File: src/hw/rtl/hft_pkg.sv
// Shared types, constants and the hash step for the hashed flag table.
// Used by the hash front end, the table cells and the top level.
package hft_pkg;

  localparam int unsigned MAX_ENTRIES_DEF = 64;
  localparam int unsigned LIMIT_W = 7;
  localparam logic [LIMIT_W-1:0] LIMIT_RESET = 7'd64;

  localparam logic [31:0] FNV_BASIS = 32'd2166136261;
  localparam logic [31:0] FNV_PRIME = 32'd16777619;

  localparam logic CMD_SET = 1'b0;
  localparam logic CMD_GET = 1'b1;

  localparam logic [1:0] OUTC_UPDATED  = 2'd0;
  localparam logic [1:0] OUTC_APPENDED = 2'd1;
  localparam logic [1:0] OUTC_MISS     = 2'd2;

  // A search request as it travels along the row of cells.
  typedef struct packed {
    logic        valid;
    logic [31:0] key;
    logic        cmd;
    logic        set_val;
    logic        found;
    logic        appended;
    logic        rd_val;
  } hft_tok_t;

  function automatic logic [31:0] fnv_fold(input logic [31:0] h, input logic [7:0] b);
    logic [31:0] x;
    x = h ^ {24'h000000, b};
    return x * FNV_PRIME;
  endfunction

endpackage

File: src/hw/rtl/hft_cell.sv
// One table entry: a stored hash and flag, plus one stage of the search row.
// Depends on hft_pkg for the request type and command codes.
module hft_cell #(
  parameter int unsigned IDX = 0,
  parameter int unsigned CW  = 7
) (
  input  logic              clk,
  input  logic              rst_n,
  input  logic [CW-1:0]     count,
  input  logic              append_ok,
  input  hft_pkg::hft_tok_t tok_in,
  output hft_pkg::hft_tok_t tok_out
);

  logic [31:0]       hash_r;
  logic              val_r;
  logic              active;
  logic              is_tail;
  logic              match;
  logic              app;
  hft_pkg::hft_tok_t tok_r;
  hft_pkg::hft_tok_t tok_nxt;

  assign active  = CW'(IDX) < count;
  assign is_tail = CW'(IDX) == count;
  assign match   = tok_in.valid && active && !tok_in.found && (hash_r == tok_in.key);
  // Cells past the count never match, so a request reaching the tail cell
  // unfound has missed the whole table.
  assign app     = tok_in.valid && is_tail && !tok_in.found &&
                   (tok_in.cmd == hft_pkg::CMD_SET) && append_ok;

  always_comb begin
    tok_nxt = tok_in;
    if (match) begin
      tok_nxt.found  = 1'b1;
      tok_nxt.rd_val = val_r;
    end
    if (app) begin
      tok_nxt.appended = 1'b1;
    end
  end

  always_ff @(posedge clk) begin
    if (app) begin
      hash_r <= tok_in.key;
      val_r  <= tok_in.set_val;
    end else if (match && (tok_in.cmd == hft_pkg::CMD_SET)) begin
      val_r  <= tok_in.set_val;
    end
  end

  always_ff @(posedge clk) begin
    if (!rst_n) begin
      tok_r.valid <= 1'b0;
    end else begin
      tok_r <= tok_nxt;
    end
  end

  assign tok_out = tok_r;

endmodule

File: config.mk
export PLATFORM = sky130hd
export DESIGN_NAME = hft_cell
export DESIGN_NICKNAME = d
export VERILOG_FILES = /design/src/hw/rtl/hft_pkg.sv /design/src/hw/rtl/hft_cell.sv
export SDC_FILE = /design/constraint.sdc
export NUM_CORES = 1
export LEC_CHECK = 0
export BUFFER_PORTS_ARGS = -buffer_cell sky130_fd_sc_hd__buf_2
export CAP_MARGIN = 5
export CORE_ASPECT_RATIO = 1.4
export CORE_MARGIN = 3
export CORE_UTILIZATION = 30
export DETAILED_ROUTE_END_ITERATION = 10
export GPL_TIMING_DRIVEN = 0
export MAX_ROUTING_LAYER = met4
export PLACE_DENSITY = 0.55
export SYNTH_ARGS = -nofsm -noshare
export SYNTH_HDL_FRONTEND = slang
export SYNTH_SLANG_ARGS = --single-unit
File: constraint.sdc
create_clock -name clk -period 7.1 [get_ports clk]
set_input_delay 0.71 -clock clk [delete_from_list [all_inputs] [get_ports clk]]
set_output_delay 0.71 -clock clk [all_outputs]
set_load 0.005 [all_outputs]
==> results.cfg <==
[yosys]
synth_top_cell_by_area = edfxtp_1
yosys_warnings = 0
synth_area_per_cell_sq_um = 20.2
synth.most_common_cell = edfxtp_1
synth_cell_types = 18
ys_ff_latch = 71
synth_enable_flop_cells = 70
synthArstFlopShare_pct = 0
netlist_instances = 128
ys_top_cells_by_area = edfxtp_1, xor2_1, nor4_2
synthFlopType = edfxtp_1
syn_nets = 176
synth_top_cells_by_count = edfxtp_1, xor2_1, nor4_1
synthDominantCellAreaShare_pct = 81.2
synth.cell_area_sq_mm = 0.00259
ys_seq_area_share_pct = 82.0

[worst_setup_path]
crit_family = simple AND/OR/NAND/NOR gates
cpMaxStageDelayCell = nor4_2
path_buf_inv = 4
critical_path_required_ns = 7.13
crit_path_end_kind = register
arrival_ns = 2.36
startpoint_type = input port
path_cells = buf_2, nor4_1, nand2_1, nor4_2, buf_4, buf_4, buf_4
worstPathMaxFanout = 9
worstSetupPathType = input port to register
cpMostUsedCell = buf_4
slowest_delay_ns = 0.51

[floorplan]
start_util_pct = 31.2
ios = 86
die_h_um = 116
design.core.area_sq_mm = 0.00830
fp-row-count = 39
die_w_um = 84.5
die_area_sq_mm = 0.00980

[clock_network]
htree_levels = 3
ctsResizeCount = 0
clk_latency_ns = 0.32
cts-root-buf = clkbuf_16
cts_tree = built
cts_buffers = 9
cts.sinks = 71
holdBufCountCts = 0
clock_path_buffers = 2
clkSlewWorstSetupHoldPaths_ns = 0.05
postCtsSetupRepairBufs = 0

[detailed_routing]
ant_nets = 0
drc_errors = 0
postRouteWirelength_mm = 4.53
vias_per_cell = 4.22
vias = 1414
drt-initial-drc-count = 59
routedWlPerCell_um = 13.5
first_pass_iters = 4

[run_status]
status = complete, no violations

[finish]
final_area_sq_mm = 0.00354
area_growth_pct = 36.7
drive_gt1_share_pct = 47.2
layout.nets = 276
fill_cells = 771
num_antenna_cells = 0

[min_path]
hold_class = register to register

[timing]
setup_ws_ns = 4.76
setup_viol = 0
tns_ns = 0
clock_skew_ns = 0.00600
fmax_mhz = 428
holdWs_ns = 0.543
rsz0062_at_grt = false
relSlewSlack_pct = 42.5
tightest_slew_ns = 0.863
fin_crit_sh_pct = 32.9
drv_slew = 0
min_period_ns = 2.34
hold_violations = 0

[global_routing]
grt.total_usage_pct = 10.2
grt_pass1_vias = 1519
grt_pass1_wl_mm = 7.29
grt-ovfl-total = 0
grt_antenna_before_repair = 0
grt_max_degree = 39

[power_and_ir_drop]
p_sw_share_pct = 17.4
power_frac_seq_pct = 45.2
powerDensity_mw_per_mm2 = 302
p_int_mw = 0.884
power_leakage_nw = 1.39
p_sw_mw = 0.187
ir_worst_vdd_mv = 0.151
combPwrFrac_pct = 5.0
clockPowerShare_pct = 49.8

[placement]
post-dp-hpwl_mm = 3.46
port_buffers = 85
place_congestion = 0.717
place_worst_setup_slack_ns = 4.40
postPlaceCellArea_sq_mm = 0.00318

[job]
max-cap-violations = 0
## placed cells by master (no fill, tap or decap), drive strengths merged
cell type	synthesis	layout
buf	0	89
edfxtp	70	70
xor2	29	29
clkbuf	0	10
nor4	10	10
bufinv	0	4
xnor2	3	3
inv	2	2
nand2	2	2
nand3	2	2
or2	2	2
nor3	1	1
nand2b	1	1
nand4	1	1
nor2	1	1
a21o	1	1
mux2	1	1
and2	1	1
clkinv	0	1
clkinvlp	0	1
dfxtp	1	1
## power groups by stage
stage          clock, mW  combinational, mW  sequential (mW)
2_1_floorplan          0            0.00968            0.496
3_3_place_gp           0             0.0541            0.493
3_5_place_dp           0             0.0551            0.493
4_1_cts            0.548             0.0552            0.484
5_1_grt            0.565             0.0599            0.486
6_report           0.533             0.0531            0.484
## layout make-up
class | count | area [sq um] | share of cell area, %
flip-flops and latches | 71 | 2120 | 60.0
inverters | 2 | 7.51 | 0.212
well taps | 102 | 128 | 3.61
multi-input cells | 55 | 465 | 13.1
repair buffers | 89 | 455 | 12.9
clock buffers | 10 | 229 | 6.47
clock inverters | 6 | 133 | 3.75
## cells by family after synthesis
family,after synthesis,share of synthesized area [%]
DFF,71,82.0
xor gates and xnor gates,32,10.8
and+or+nand+nor,21,6.19
buffers and inverters,2,0.290
AOI/OAI and AO/OA,1,0.290
muxes,1,0.435
## state kept, by name (all words and copies together), names as in the netlist
name     count
tok_out     38
hash_r      32
val_r        1
## worst reg2reg max path, stage by stage, from the launching register on
cell and delay [ns]:
edfxtp_1 0.37, xor2_1 0.16, nor4_2 0.32, nand4_1 0.22
nor4_4 0.36, mux2_1 0.36
## through the flow
step	total power, mW	std cells	util [%]
6_report	1.07	335	42.7
5_1_grt	1.11	335	42.7
4_1_cts	1.09	335	42.7
3_5_place_dp	0.548	319	38.3
3_3_place_gp	0.547	315	37.9
2_1_floorplan	0.506	128	-
## final timing paths
| kind | from | end | slack [ns] | cells after the start |
|---|---|---|---|---|
| worst min register to register | val_r | tok_out[0] | 0.54 | 1 |
| worst max-delay path | count[4] | hash_r[7] | 4.76 | 7 |
| worst max register to register | hash_r[10] | tok_out[0] | 5.07 | 5 |
| worst min-delay path | val_r | tok_out[0] | 0.54 | 1 |
## per-layer routing
metal,GRT usage [%],vias to the layer above,part of all wire (%),wire length [um]
met5,-,-,0,0
met4,4.54,0,1.4,62
met3,4.05,7,7.0,319
met2,16.5,53,53,2420
met1,11.1,668,38,1730
li1,-,686,-,-
(Power assumes the default switching activity.)
