File: src/hw/rtl/hft_pkg.sv
// Shared types, constants and the hash step for the hashed flag table.
// Used by the hash front end, the table cells and the top level.
package hft_pkg;

  localparam int unsigned MAX_ENTRIES_DEF = 64;
  localparam int unsigned LIMIT_W = 7;
  localparam logic [LIMIT_W-1:0] LIMIT_RESET = 7'd64;

  localparam logic [31:0] FNV_BASIS = 32'd2166136261;
  localparam logic [31:0] FNV_PRIME = 32'd16777619;

  localparam logic CMD_SET = 1'b0;
  localparam logic CMD_GET = 1'b1;

  localparam logic [1:0] OUTC_UPDATED  = 2'd0;
  localparam logic [1:0] OUTC_APPENDED = 2'd1;
  localparam logic [1:0] OUTC_MISS     = 2'd2;

  // A search request as it travels along the row of cells.
  typedef struct packed {
    logic        valid;
    logic [31:0] key;
    logic        cmd;
    logic        set_val;
    logic        found;
    logic        appended;
    logic        rd_val;
  } hft_tok_t;

  function automatic logic [31:0] fnv_fold(input logic [31:0] h, input logic [7:0] b);
    logic [31:0] x;
    x = h ^ {24'h000000, b};
    return x * FNV_PRIME;
  endfunction

endpackage

File: src/hw/rtl/hft_hash.sv
// Running FNV-1a hash over the bytes of one flag name.
// Depends on hft_pkg for the basis, the prime and the fold function.
module hft_hash (
  input  logic        clk,
  input  logic        rst_n,
  input  logic        step_en,
  input  logic        step_last,
  input  logic [7:0]  step_byte,
  output logic [31:0] hash_fold
);

  logic [31:0] run_r;
  logic [31:0] run_nxt;

  assign hash_fold = hft_pkg::fnv_fold(run_r, step_byte);

  always_comb begin
    run_nxt = run_r;
    if (step_en) begin
      // The last byte hands its hash on and the next name starts fresh.
      run_nxt = step_last ? hft_pkg::FNV_BASIS : hash_fold;
    end
  end

  always_ff @(posedge clk) begin
    if (!rst_n) begin
      run_r <= hft_pkg::FNV_BASIS;
    end else begin
      run_r <= run_nxt;
    end
  end

endmodule

File: config.mk
export PLATFORM = sky130hd
export DESIGN_NAME = hft_hash
export DESIGN_NICKNAME = d
export VERILOG_FILES = /design/src/hw/rtl/hft_pkg.sv /design/src/hw/rtl/hft_hash.sv
export SDC_FILE = /design/constraint.sdc
export NUM_CORES = 1
export LEC_CHECK = 0
export ABC_AREA = 0
export BUFFER_PORTS_ARGS = -buffer_cell sky130_fd_sc_hd__buf_2
export CORE_MARGIN = 4
export CORE_UTILIZATION = 54
export CTS_CLUSTER_SIZE = 10
export DETAILED_ROUTE_END_ITERATION = 10
export PLACE_DENSITY_LB_ADDON = 0.05
export SETUP_SLACK_MARGIN = 0.05
export SYNTH_ARGS = -nofsm -noshare
export SYNTH_HDL_FRONTEND = slang
export SYNTH_SLANG_ARGS = --single-unit
File: constraint.sdc
create_clock -name clk -period 16.1 [get_ports clk]
set_clock_uncertainty 0.05 [all_clocks]
set_input_delay 0.805 -clock clk [delete_from_list [all_inputs] [get_ports clk]]
set_output_delay 0.805 -clock clk [all_outputs]
set_load 0.03 [all_outputs]
==> results of run 1 <==
==> per-layer routing <==
layer,global-route usage,vias up,routed length (um)
met5,0,-,0
met1,0.298,2566,7550
li1,-,2626,-
met3,0.0212,27,617
met4,0.0756,0,452
met2,0.422,106,8330
==> worst paths after layout <==
path / startpoint / to / depth (start not counted)
worst max-delay path: step_byte[1] / hash_fold[29] / 19
worst max register to register: run_r[1] / run_r[28] / 18
worst min register to register: run_r[29] / run_r[29] / 2
worst min-delay path: run_r[29] / run_r[29] / 2
==> cells in the mapped netlist (2+ instances only) <==
| library cell | instances |
|---|---|
| inv_1 | 186 |
| ha_1 | 184 |
| fa_1 | 74 |
| xnor2_1 | 33 |
| dfxtp_1 | 32 |
| nand2_1 | 27 |
| a21oi_1 | 26 |
| nor2_1 | 21 |
| xor2_1 | 20 |
| o21ai_1 | 15 |
| o22ai_1 | 11 |
| clkbuf_1 | 10 |
| nor2b_1 | 10 |
| and2_1 | 9 |
| a21o_1 | 8 |
| nand3_1 | 8 |
| nand2b_1 | 7 |
| nand4_1 | 7 |
| nor3_1 | 7 |
| o21ai_0 | 7 |
| a22o_1 | 6 |
| mux2i_1 | 5 |
| o21a_1 | 5 |
| o22a_1 | 5 |
| and3_1 | 4 |
| o211ai_1 | 4 |
| o21bai_1 | 4 |
| a211oi_1 | 3 |
| o31a_1 | 3 |
| a211oi_2 | 2 |
| a221oi_1 | 2 |
| a31o_2 | 2 |
| a31oi_1 | 2 |
| buf_2 | 2 |
| or2_2 | 2 |
| or3_1 | 2 |
| or4_1 | 2 |
==> kinds of logic after synthesis <==
kind of cell,after synthesis,share of synthesized area
mux,5,0.00708
fa+ha+maj,258,0.535
xor+xnor,53,0.0656
compound gates,117,0.116
buf+inv,199,0.107
simple gates,110,0.0791
flops,32,0.0906
==> worst max-delay path: cells and delay by family <==
kind / cells / cell delay, ns
AO/OA/AOI/OAI: 4 / 1.49
adder cells (fa/ha/maj): 8 / 2.92
buffers and inverters: 4 / 0.41
XOR/XNOR: 2 / 0.66
AND/OR/NAND/NOR: 1 / 0.12
==> area by class of cell <==
class / count / area [sq um] / share of cell area
Tap cell: 172 / 215 / 0.0283
Timing Repair Buffer: 44 / 223 / 0.0293
Inverter: 186 / 698 / 0.0919
Multi-Input combinational cell: 543 / 5680 / 0.747
Sequential cell: 32 / 641 / 0.0843
Clock inverter: 2 / 10.0 / 0.00132
Clock buffer: 6 / 139 / 0.0183
==> layout by cell type, fill, tap and decap left out, types with 6 or more instances in the layout <==
| master | instances |
|---|---|
| a21o_1 | 8 |
| a21oi_1 | 26 |
| a22o_1 | 6 |
| and2_1 | 9 |
| buf_2 | 43 |
| dfxtp_1 | 32 |
| fa_1 | 74 |
| ha_1 | 184 |
| inv_1 | 186 |
| nand2_1 | 27 |
| nand2b_1 | 7 |
| nand3_1 | 8 |
| nand4_1 | 7 |
| nor2_1 | 21 |
| nor2b_1 | 10 |
| nor3_1 | 7 |
| o21ai_0 | 7 |
| o21ai_1 | 15 |
| o22ai_1 | 11 |
| xnor2_1 | 33 |
| xor2_1 | 20 |
==> through the flow <==
stage,utilization,hold slack [ns],instance area [sq um],std cells
floorplan,-,0.422,7070,774
global placement,0.586,0.466,7450,977
detailed placement,0.586,0.475,7450,977
CTS,0.597,0.488,7600,985
global route,0.597,0.501,7600,985
finish,0.597,0.488,7600,985
==> impl_metrics.toml, run 1 <==
[final_layout]
share_of_final_layout_standard_cells_stronger_than_drive_strength_1 = 0.0800
registers.top_by_ff_count = "run_r"
fillCellCount = 1190
largest_register_ff_count = 32
reg.largest.list = "run_r: 32 flops"
antenna_cells_inserted = 0
area_delta_synth_final_pct = 7.47
final_net_count = 1082

[global_routing]
globalRoute.totalOverflow = 0
grt_first_pass_wirelength_um = 27200
grt_antenna_before_repair = 0
gr-usage-all-layers = 0.235
first_global_vias = 5498
grt_start_max_net_pins = 22

[cts]
cts-hold-fix-buffers = 0
htreeDepth = 2
postCtsSetupBuffers = 0
cts_num_sinks = 32
clkTransAtPathRegs_ns = 0.06
clk-insertion-delay-late_ns = 0.29
cts_buffers = 5
cts_max_path_buffers = 2
tritoncts_clock_tree = "done"
post_cts_resized = 0
master_cell_of_the_clock_root_buffer = "clkbuf_16"

[routing]
post-route-drc-count = 0
routed_via_density = 5.41
detail_route.wirelength_um = 16900
drt-wirelength-per-cell_um = 17.2
detail_route_antenna_nets = 0
first_iter_violations = 259
routed-via-count = 5325
dr.pass1.iters = 4

[yosys]
yosys.area.top_type_share = 0.325
postSynthCellCount = 774
syn_nets = 1044
yosys-top-cells-area = "ha_1, fa_1, inv_1, dfxtp_1, xnor2_1"
mappedNetlistArea_sq_um = 7070
synth_edf_count = 0
ys_seq_elements = 32
asyncSetResetFlopFracSynth = 0
ys_warn_count = 0
seq_area_frac_synth = 0.0906
yosys.area.top_type = "ha_1"
synth_flop_cell = "dfxtp_1"
syn-mean-instance-area_sq_um = 9.14
synth_cell_type_count = 54

[worst_setup_path]
end_kind = "output pin"
cp.arrival_ns = 6.43
critical_path.max_fanout = 6
worst_path_max_delay_cell = "fa_1"
startpoint_type_of_the_worst_setup_path = "input pin"
crit_required_ns = 15.24
critical_path.most_common_cell = "ha_1"
worst_path_largest_cell_delay_ns = 0.53
timing.critical_path.cells = "buf_2, xor2_1, ha_1, ha_1, ha_1, ha_1, fa_1, ha_1, inv_1, fa_1, inv_1, ha_1, a2111o_1, o211ai_1, a21oi_1, o21ai_1, nand2_1, xnor2_1, buf_2"
ff2ff_setup_slack_ns = 10.20
timing_worst_setup_path_type = "input pin to output pin"

[die]
core_area_sq_um = 12700
top_level_ports = 44
number_of_cell_rows = 41
floorplan.initialDensity = 0.556
fp.dieW_um = 122
dieArea_sq_um = 15000
die_h_um = 122

[sta]
setup-violations-final = 0
fin_ws_ns = 8.82
timing.max_slew.rel_slack = 0.470
drv_slew = 0
period_share = 0.452
post-route-min-period_ns = 7.28
worst-slew-pin-transition_ns = 0.794
grt_setup_unrepaired = "no"
fin_setup_tns_ns = 0
report.final.hold_viol_count = 0
maxClockFrequency_ghz = 0.137

[place]
routabilityCongestion = 0.923
placement.io_buffers = 43
pre_cts_slack_ns = 8.89
placed_wire_length_estimate_after_detailed_placement_um = 14500

[run_status]
result_of_the_run = "finished clean"

[flow_run]
drv.max_cap_violation_count = 0

[worst_hold_path]
worst_hold_path_type = "flip-flop to flip-flop"
Power of run 1 is left out: the tool's default activity adds up to more than one toggle a clock period on the data nets, which glitch-free logic cannot reach.
==> run 2: changes to the inputs <==
--- a/config.mk
+++ b/config.mk
@@ -5,7 +5,7 @@
 export SDC_FILE = /design/constraint.sdc
 export NUM_CORES = 1
 export LEC_CHECK = 0
-export ABC_AREA = 0
+export ABC_AREA = 1
 export BUFFER_PORTS_ARGS = -buffer_cell sky130_fd_sc_hd__buf_2
 export CORE_MARGIN = 4
 export CORE_UTILIZATION = 54
==> constraint.sdc (replaced) <==
create_clock -name clk -period 6.9 [get_ports clk]
set_clock_uncertainty 0.05 [all_clocks]
set_input_delay 0.345 -clock clk [delete_from_list [all_inputs] [get_ports clk]]
set_output_delay 0.345 -clock clk [all_outputs]
set_load 0.03 [all_outputs]
==> run 2 against run 1 <==
Against the previous run:
- cell count increased by 18%
- core utilization increased by 0.096 points
- sequential share of layout area is 0.41 points lower
- worst setup slack worse by 7.9 ns
==> impl_metrics.toml, run 2 <==
[cts]
post_cts_resized = 0
clk-insertion-delay-late_ns = 0.29
tritoncts_clock_tree = "done"
cts_max_path_buffers = 2
clkTransAtPathRegs_ns = 0.06
cts_num_sinks = 32
htreeDepth = 2
postCtsSetupBuffers = 0
cts_buffers = 5
cts-hold-fix-buffers = 0
master_cell_of_the_clock_root_buffer = "clkbuf_16"

[final_layout]
fillCellCount = 1293
finish.instance_area_sq_um = 7990
share_of_final_layout_standard_cells_stronger_than_drive_strength_1 = 0.0878
reg.largest.list = "run_r: 32 flops"
registers.top_by_ff_count = "run_r"
antenna_cells_inserted = 0
final_cell_mix = "inv_1, ha_1, nand2_1, fa_1, a21oi_1"
area_delta_synth_final_pct = 7.51
layout_commonest_cell = "inv_1"
fin_cells = 1167
final_net_count = 1260
largest_register_ff_count = 32

[global_routing]
globalRoute.totalOverflow = 0
grt_start_max_net_pins = 29
grt_first_pass_wirelength_um = 30900
first_global_vias = 6087
grt-busiest-layer = "met2"
grt_antenna_before_repair = 1
met2_usage = 0.413
met1_usage = 0.337
grt.met3_usage = 0.0286
gr-usage-all-layers = 0.246

[sta]
maxClockFrequency_ghz = 0.168
post-route-min-period_ns = 5.94
report.final.hold_viol_count = 0
grt_setup_unrepaired = "no"
fin_ws_ns = 0.956
timing.max_slew.rel_slack = 0.354
setup-violations-final = 0
fin_setup_tns_ns = 0
period_share = 0.861
drv_slew = 0
worst-slew-pin-transition_ns = 0.962

[yosys]
seq_area_frac_synth = 0.0862
yosys.area.top_type = "ha_1"
ys_seq_elements = 32
synth_cell_type_count = 40
asyncSetResetFlopFracSynth = 0
synth_edf_count = 0
yosys-top-cells-area = "ha_1, fa_1, inv_1, dfxtp_1, nand2_1"
syn_nets = 1214
mappedNetlistArea_sq_um = 7430
most_frequent_cells_after_synthesis = "inv_1, ha_1, nand2_1, fa_1, a21oi_1"
synth_flop_cell = "dfxtp_1"
postSynthCellCount = 944
ys_warn_count = 0
yosys.area.top_type_share = 0.310
post-synth-top-count-cell = "inv_1"
syn-mean-instance-area_sq_um = 7.87

[place]
placedInstanceArea_sq_um = 7840
placement.io_buffers = 43
routabilityCongestion = 0.922
post-place-cells = 1159
pre_cts_slack_ns = 1.15
placed_wire_length_estimate_after_detailed_placement_um = 16400

[routing]
routed_via_density = 5.15
first_iter_violations = 298
post-route-drc-count = 0
routed-via-count = 6007
dr.pass1.iters = 5
detail_route_antenna_nets = 0
detail_route.wirelength_um = 18600
drt-wirelength-per-cell_um = 16.0

[worst_setup_path]
worst_path_largest_cell_delay_ns = 0.54
worstReg2RegStart = "run_r[2]"
timing_worst_setup_path_type = "flip-flop to output pin"
worst-r2r-cell-count = 24
ff2ff_setup_slack_ns = 1.51
critical_path.max_fanout = 4
critical-path-top-delay-family = "adder cells"
timing.rr.end = "run_r[19]"
sum_of_buffers_and_inverters_on_the_critical_path = 6
worst_path_max_delay_cell = "xor2_1"
end_kind = "output pin"
crit_required_ns = 6.50
cp.arrival_ns = 5.55
startpoint_type_of_the_worst_setup_path = "flip-flop"
timing.critical_path.cells = "xor2_1, inv_1, nor2_1, nor2_1, ha_1, fa_1, ha_1, fa_1, ha_1, inv_1, fa_1, inv_1, ha_1, nand2_2, nor2_2, nor3b_2, nand2_1, nand3_2, inv_2, o21bai_2, xnor2_1, inv_1, buf_2"

[die]
die_h_um = 125
top_level_ports = 44
core_area_sq_um = 13300
dieArea_sq_um = 15700
number_of_cell_rows = 42
fp.dieW_um = 125
floorplan.initialDensity = 0.557

[flow_run]
drv.max_cap_violation_count = 0

[worst_hold_path]
min_delay_worst_endpoint = "run_r[0]"
hold_depth = 2
worst_min_delay_path_startpoint = "rst_n"
worst_hold_path_type = "input pin to flip-flop"

[run_status]
result_of_the_run = "finished clean"
[run 2: metrics by stage]
step           hold slack (ns)   util
6_report                 0.237  0.598
3_3_place_gp             0.416  0.587
3_5_place_dp             0.423  0.587
4_1_cts                  0.230  0.598
5_1_grt                  0.247  0.598
2_1_floorplan            0.364      -
[run 2: logic make-up after synthesis]
family,Yosys count,share of synthesized area
flip-flops,32,0.0862
buffers and inverters,249,0.129
AO/OA/AOI/OAI,105,0.0776
adder cells (fa/ha/maj),258,0.509
XOR/XNOR,32,0.0397
AND/OR/NAND/NOR,268,0.158
[run 2: area by class of cell]
type | count | area [sq um] | area share
multi-input cells | 663 | 5830 | 0.730
clock buffers | 6 | 139 | 0.0174
inverters | 242 | 908 | 0.114
repair buffers | 46 | 238 | 0.0298
clock inverters | 2 | 10.0 | 0.00125
well taps | 176 | 220 | 0.0276
flip-flops and latches | 32 | 641 | 0.0802
[run 2: worst max path at each step]
stage | start | end | slack [ns] | cells after the start
global placement | step_byte[2] | hash_fold[18] | 1.17 | 21
floorplan | step_byte[0] | hash_fold[18] | 1.56 | 17
CTS | run_r[2] | hash_fold[19] | 0.90 | 23
global route | run_r[2] | hash_fold[18] | 0.52 | 20
detailed placement | step_byte[2] | hash_fold[18] | 1.15 | 21
finish | run_r[2] | hash_fold[19] | 0.96 | 23
[run 2: metal layers]
metal / routed length (um) / vias to the layer above
met5: 13 / -
met4: 580 / 2
li1: - / 3066
met3: 702 / 37
met1: 8670 / 2776
met2: 8670 / 126
Power of run 2 is left out for the same reason.
